--- src/rtl/core/sdsfr_pkg.sv ---
package sdsfr_pkg;

  // Record kinds on the result channel
  localparam logic KIND_DATA = 1'b0;
  localparam logic KIND_END  = 1'b1;

  // One result item
  typedef struct packed {
    logic       record_kind;
    logic [7:0] data_byte;
    logic [7:0] frame_length;
    logic       overflow;
  } result_t;

endpackage

--- src/rtl/core/syn_dle_stx_frame_receiver.sv ---
// SYN / DLE-STX frame receiver with DLE unstuffing.
//
// Input channel: one raw serial byte per item on in_rx_byte, handshake
// in_valid / in_stall. The block hunts for SYN..SYN DLE STX, then passes
// payload bytes (DLE DLE -> one DLE) and closes the frame on DLE + any
// other byte with an end record carrying the kept length and overflow.
// Output channel: out_valid / out_stall, zero or one record per byte.
// Config: cfg_wr_en writes cfg_max_payload (payload limit, clamped to
// MAX_LEN); write only while the block is idle.
// Path: a byte accepted into the input register moves through the parse logic
// into the output register, where the record can be taken. Throughput: one
// byte per cycle; the input register drains whenever the output register is
// empty or being taken in the same cycle.
// Reset (rst_n, synchronous, active low): both registers empty, parser
// back to the hunt, limit back to 128.
// Stall: a stalled record holds in the output register; the next byte
// waits in the input register and in_stall rises once that is full too.
module syn_dle_stx_frame_receiver #(
  parameter int MAX_LEN = 128
) (
  input  logic       clk,
  input  logic       rst_n,
  input  logic       in_valid,
  output logic       in_stall,
  input  logic [7:0] in_rx_byte,
  output logic       out_valid,
  input  logic       out_stall,
  output logic       out_record_kind,
  output logic [7:0] out_data_byte,
  output logic [7:0] out_frame_length,
  output logic       out_overflow,
  input  logic       cfg_wr_en,
  input  logic [7:0] cfg_max_payload
);

  logic               in_v_r, in_v_nxt;
  logic [7:0]         in_byte_r;
  logic [7:0]         max_payload_r;
  logic               accept;
  logic               step;
  logic               res_valid;
  sdsfr_pkg::result_t res;
  sdsfr_pkg::result_t out_res;

  // held item moves on when the output register can take a record
  assign step     = in_v_r && (!out_valid || !out_stall);
  assign in_stall = in_v_r && !step;
  assign accept   = in_valid && !in_stall;

  always_comb begin
    if (accept) in_v_nxt = 1'b1;
    else if (step) in_v_nxt = 1'b0;
    else in_v_nxt = in_v_r;
  end

  always_ff @(posedge clk) begin
    if (!rst_n) begin
      in_v_r        <= 1'b0;
      max_payload_r <= 8'd128;
    end else begin
      in_v_r <= in_v_nxt;
      if (cfg_wr_en) max_payload_r <= cfg_max_payload;
    end
  end

  always_ff @(posedge clk) begin
    if (accept) in_byte_r <= in_rx_byte;
  end

  sdsfr_parser #(
    .MAX_LEN(MAX_LEN)
  ) u_parser (
    .clk        (clk),
    .rst_n      (rst_n),
    .step       (step),
    .rx_byte    (in_byte_r),
    .max_payload(max_payload_r),
    .res_valid  (res_valid),
    .res        (res)
  );

  sdsfr_out_reg u_out_reg (
    .clk      (clk),
    .rst_n    (rst_n),
    .load     (step && res_valid),
    .res      (res),
    .out_stall(out_stall),
    .out_valid(out_valid),
    .out_res  (out_res)
  );

  assign out_record_kind  = out_res.record_kind;
  assign out_data_byte    = out_res.data_byte;
  assign out_frame_length = out_res.frame_length;
  assign out_overflow     = out_res.overflow;

`ifndef NO_ASSERTIONS
  // input stage only stalls while holding a byte behind a stalled record
  a_stall_cause: assert property (@(posedge clk) disable iff (!rst_n)
    in_stall |-> (in_v_r && out_valid && out_stall))
    else $error("in_stall without a blocked item");

  // kept length never exceeds the build-time cap
  a_len_cap: assert property (@(posedge clk) disable iff (!rst_n)
    (out_valid && out_record_kind == sdsfr_pkg::KIND_END) |->
      (32'(out_frame_length) <= MAX_LEN))
    else $error("frame length above MAX_LEN");

  // data records carry no length or overflow
  a_data_clean: assert property (@(posedge clk) disable iff (!rst_n)
    (out_valid && out_record_kind == sdsfr_pkg::KIND_DATA) |->
      (out_frame_length == 8'd0 && !out_overflow))
    else $error("data record with end fields set");
`endif

endmodule

--- src/rtl/core/sdsfr_parser.sv ---
module sdsfr_parser #(
  parameter int MAX_LEN = 128
) (
  input  logic               clk,
  input  logic               rst_n,
  input  logic               step,
  input  logic [7:0]         rx_byte,
  input  logic [7:0]         max_payload,
  output logic               res_valid,
  output sdsfr_pkg::result_t res
);

  localparam logic [7:0] MaxLen = 8'(MAX_LEN);

  localparam logic [7:0] BYTE_SYN = 8'h16;
  localparam logic [7:0] BYTE_DLE = 8'h10;
  localparam logic [7:0] BYTE_STX = 8'h02;

  localparam logic [2:0] PH_HUNT   = 3'd0;
  localparam logic [2:0] PH_SYNS   = 3'd1;
  localparam logic [2:0] PH_OPEN   = 3'd2;
  localparam logic [2:0] PH_BODY   = 3'd3;
  localparam logic [2:0] PH_ESCAPE = 3'd4;

  logic [2:0] phase_r, phase_nxt;
  logic [7:0] count_r, count_nxt;
  logic       dropped_r, dropped_nxt;
  logic [7:0] limit;
  logic       keep;
  logic       room;

  assign limit = (max_payload > MaxLen) ? MaxLen : max_payload;
  assign room  = (count_r < limit);

  always_comb begin
    phase_nxt   = phase_r;
    count_nxt   = count_r;
    dropped_nxt = dropped_r;
    keep        = 1'b0;
    res_valid   = 1'b0;
    res         = '0;
    unique case (phase_r)
      PH_HUNT: begin
        if (rx_byte == BYTE_SYN) phase_nxt = PH_SYNS;
      end
      PH_SYNS: begin
        priority if (rx_byte == BYTE_SYN) phase_nxt = PH_SYNS;
        else if (rx_byte == BYTE_DLE) phase_nxt = PH_OPEN;
        else phase_nxt = PH_HUNT;
      end
      PH_OPEN: begin
        if (rx_byte == BYTE_STX) begin
          phase_nxt   = PH_BODY;
          count_nxt   = '0;
          dropped_nxt = 1'b0;
        end else begin
          phase_nxt = PH_HUNT;
        end
      end
      PH_BODY: begin
        if (rx_byte == BYTE_DLE) phase_nxt = PH_ESCAPE;
        else keep = 1'b1;
      end
      PH_ESCAPE: begin
        if (rx_byte == BYTE_DLE) begin
          phase_nxt = PH_BODY;
          keep      = 1'b1;
        end else begin
          // any other byte closes the frame
          phase_nxt        = PH_HUNT;
          res_valid        = 1'b1;
          res.record_kind  = sdsfr_pkg::KIND_END;
          res.frame_length = count_r;
          res.overflow     = dropped_r;
        end
      end
      default: phase_nxt = PH_HUNT;
    endcase

    if (keep) begin
      if (room) begin
        count_nxt       = count_r + 8'd1;
        res_valid       = 1'b1;
        res.record_kind = sdsfr_pkg::KIND_DATA;
        res.data_byte   = rx_byte;
      end else begin
        dropped_nxt = 1'b1;
      end
    end
  end

  always_ff @(posedge clk) begin
    if (!rst_n) begin
      phase_r   <= PH_HUNT;
      count_r   <= '0;
      dropped_r <= 1'b0;
    end else if (step) begin
      phase_r   <= phase_nxt;
      count_r   <= count_nxt;
      dropped_r <= dropped_nxt;
    end
  end

endmodule

--- src/rtl/core/sdsfr_out_reg.sv ---
module sdsfr_out_reg (
  input  logic               clk,
  input  logic               rst_n,
  input  logic               load,
  input  sdsfr_pkg::result_t res,
  input  logic               out_stall,
  output logic               out_valid,
  output sdsfr_pkg::result_t out_res
);

  logic               valid_r, valid_nxt;
  sdsfr_pkg::result_t res_r;

  // load is only raised when the register is empty or being taken
  always_comb begin
    if (load) valid_nxt = 1'b1;
    else if (!out_stall) valid_nxt = 1'b0;
    else valid_nxt = valid_r;
  end

  always_ff @(posedge clk) begin
    if (!rst_n) begin
      valid_r <= 1'b0;
    end else begin
      valid_r <= valid_nxt;
    end
  end

  always_ff @(posedge clk) begin
    if (load) res_r <= res;
  end

  assign out_valid = valid_r;
  assign out_res   = res_r;

endmodule

--- config.mk ---
export PLATFORM = sky130hd
export DESIGN_NAME = syn_dle_stx_frame_receiver
export DESIGN_NICKNAME = d
export VERILOG_FILES = /design/src/rtl/core/sdsfr_pkg.sv /design/src/rtl/core/syn_dle_stx_frame_receiver.sv /design/src/rtl/core/sdsfr_parser.sv /design/src/rtl/core/sdsfr_out_reg.sv
export SDC_FILE = /design/constraint.sdc
export NUM_CORES = 1
export LEC_CHECK = 0
export ABC_AREA = 1
export BUFFER_PORTS_ARGS = -buffer_cell sky130_fd_sc_hd__buf_2
export CELL_PAD_IN_SITES_DETAIL_PLACEMENT = 2
export CELL_PAD_IN_SITES_GLOBAL_PLACEMENT = 2
export CORE_MARGIN = 2
export CORE_UTILIZATION = 36
export DETAILED_ROUTE_END_ITERATION = 8
export PLACE_DENSITY = 0.86
export SLEW_MARGIN = 20
export SYNTH_ARGS = -nofsm -noshare
export SYNTH_HDL_FRONTEND = slang
export SYNTH_SLANG_ARGS = --single-unit
--- constraint.sdc ---
create_clock -name clk -period 7.7 [get_ports clk]
set_input_delay 0 -clock clk [delete_from_list [all_inputs] [get_ports clk]]
set_output_delay 0 -clock clk [all_outputs]
set_load 0.005 [all_outputs]
==> run summary <==
For the worst setup path, the data required time is 7.70 ns. The area after detailed placement came out at 2690 µm². CTS saw 48 sinks. The fraction of final layout cells sized beyond drive strength 1 came out at 0.207.

Buffers inserted to repair hold after CTS numbered 16. Start point of the worst min-delay path: cfg_max_payload[0]. Synthesis produced 279 cells. The most numerous cell type found on the critical path is nand2_1.

The run gives 712 as the number of filler cells placed in the layout. After global routing the overflow that remains totals 0. The via count of the first global-routing pass is 2554. The routed design has 8.28 mm of wire. The post-route clock period utilization was 0.352.

Dividing the synthesized area by the synthesized cell count gives 8.68 µm². The area growth from synthesis to layout is 22.3%. Entering global routing, the biggest net connects 19 pins. Summed over all cells, the static leakage comes to 1.25 nW.

The count of cells resized by post-cts repair is 0. The quantity of I/O buffers inserted on ports came out at 40. Summed instance area of the synthesized netlist: 2420 µm².

For the pin with the worst max-slew slack, the measured transition is 0.506 ns. The worst setup path is launched from a flop. Setup violations remaining at the end of the flow were counted as 0.

Average routed wire per standard cell: 19.9 µm. Sorting the synthesized cells by area gives the leading types as edfxtp_1, dfxtp_1, nand2_1. The first global-routing pass estimated 13.5 mm of wire.

Launch point of the worst path: max_payload_r[4]. Setup slack on the critical path of the routed design comes to 4.99 ns. TritonCTS built the clock tree. IR analysis of the VDD net gives a maximum drop of 0.0665 mV.

The flow ran to the end, and the final reports show no timing, DRC or antenna violations. For the worst setup path, the data arrival time is 2.71 ns. The run gives 0.243 as the global-route usage over all layers. Once detail routing completed, the nets flagged for antenna violations numbered 0.

For this design, the slowest cell found on the critical path is o21a_1. Latest clock arrival within the worst-skew pair: 0.31 ns. The start of the worst register-to-register path was max_payload_r[4].

The number of primary I/O pins was 41; the maximum buffer depth of the clock tree was 2. After clock tree synthesis, the clock-pin slew on the worst setup and hold paths is 0.09 ns. Synthesis instantiated 29 different standard cells from the library.

The Yosys step of the flow raised 0 warnings. Traced cell by cell, the critical path runs through nor3_1 > nand3_1 > nand2_1 > nand2_1 > ha_1 > a21oi_1 > o21a_1 > nand4_4 > o21ai_1 > buf_4. The tools report the number of antenna violations at the first check in global routing as 0.

The initialized floorplan defines 29 standard-cell rows. The run gives 0.0318 as the met3 usage in global routing. Dividing the detail-routed via count by the number of cells gives 5.29. Setup repair after global routing left no endpoint under its margin.

The antenna cell count was 0; the total number of vias was 2197. The clock tree root driver cell was clkbuf_8. The hold violation total from the final report is 0. Dominant cell type by area after synthesis: edfxtp_1. The die width came out at 86.0 µm.

Before CTS, the worst setup slack after placement is 5.07 ns. Synthesis produced a netlist with a net count of 308. For the placeable core region, the log shows 6420 µm². The setup fix buffers added after clock tree synthesis is 0.

For the sum of internal, switching and leakage power, the log shows 0.519 mW. The critical path class is flop to flop. Hold is met by 0.0220 ns. The starting density of the core is 0.377, and the final instance area is 2960 µm². The floorplan die height was 86.0 µm; the power density over cell area was 175 nW/µm². In this run the worst path has a maximum fanout of 18. Relative max-transition margin: 0.662. The fraction of met1 tracks used by global routing was 0.277. The min-delay analysis places its worst path in the category input port to flop. Max-cap violations in this run came to 0. Between clock sinks in the finished design, the worst skew comes to 0.00919 ns. After global routing, the most crowded layer is met2.

The first TritonRoute pass finished after 4 iterations. The met2 track utilization from global routing was 0.452. The final routed DRC violation total is 0.

The run gives 113 as the starting DRC count in detailed routing. The endpoint class of the critical path was a flop. The worst path needs 2.71 ns of the cycle, external delays included. The logs give 5 for the number of clock buffers inserted by TritonCTS and 0.369 GHz for the maximum frequency from static timing analysis. The fraction of post-synthesis cell area in the top cell type by area works out to 0.322. For the final routed database, the setup TNS stands at 0 ns. In this run the number of H-tree levels came out at 2. The final weighted congestion of routability-driven global placement is 0.763.

Summed over all nets, the half-perimeter wirelength after detailed placement is 5.92 mm. The die covers 7400 µm². The layout net count is 366. The number of storage elements in the synthesis netlist was 48; the number of pins exceeding their max-slew limit in the final report was 0. Share of synthesized area occupied by flip-flops and latches: 0.504. The stage delay of the slowest cell on the critical path came out at 0.43 ns.
per-stage QoR:
step,std cells,utilization
after CTS,415,0.461
after global placement,391,0.418
final,415,0.461
after detailed placement,391,0.418
after floorplan,279,-
after global routing,415,0.461
power breakdown:
group | internal, mW | switching, mW
Clock | 0.0980 | 0.0936
Combinational | 0.0179 | 0.0290
Sequential | 0.274 | 0.00577
cells in the final DEF (no fill, tap or decap), drive strengths merged:
cell type	n
nand2	55
inv	45
nor2	41
buf	41
edfxtp	26
dfxtp	22
a21oi	18
o21ai	17
dlygate4sd3	16
nand3	15
nand4	9
nor3	9
ha	8
xor2	5
clkbuf	5
clkinv	2
o21a	1
o31ai	1
o211ai	1
bufinv	1
per-layer routing:
metal / up-vias / part of all wire
met1: 1101 / 0.40
met2: 54 / 0.54
met3: 18 / 0.024
met4: 0 / 0.031
li1: 1024 / -
met5: - / 0
cell usage after synthesis (all sizes together):
master,n
clkbuf,1
buf,5
nor2,41
a21oi,18
edfxtp,26
nand3,15
nand2,55
nand4,9
o21ai,17
nor3,9
o211ai,1
dfxtp,22
xor2,5
ha,8
o21a,1
o31ai,1
inv,45
path summary, 6_finish.rpt:
path         cells after the start  slack, ns              endpoint
max reg2reg                     10       4.99  u_out_reg.out_res[0]
min                              3       0.02      max_payload_r[0]
min reg2reg                      2       0.49    u_parser.dropped_r
max                             10       4.99  u_out_reg.out_res[0]
logic make-up after synthesis:
family	share of synthesized area
buf+inv	0.0868
xor+xnor	0.0181
fa+ha+maj	0.0413
compound gates	0.0847
flops	0.504
simple gates	0.265
registers in the layout, summed over array words and instances (netlist names):
register / cells
max_payload_r: 8
in_v_r: 1
u_out_reg.out_valid: 1
u_parser.count_r: 8
in_byte_r: 8
u_parser.dropped_r: 1
u_parser.phase_r: 3
u_out_reg.out_res: 18
critical path, delay by kind of cell, from the launching register on:
kind	cells	cell delay (ns)
simple gates	5	0.72
fa+ha+maj	1	0.29
flops	1	0.34
buf+inv	1	0.31
compound gates	3	0.73
cell type report:
type                       count  area, µm²  area share
clock buffer                   5       68.8      0.0232
inverter                      45        169      0.0570
clock inverter                 3       47.5      0.0161
sequential                    48       1220       0.412
tap                           77       96.3      0.0325
timing repair buffer          57        368       0.124
multi-input combinational    180        991       0.335
No activity file was read; power rests on OpenSTA's default activity.
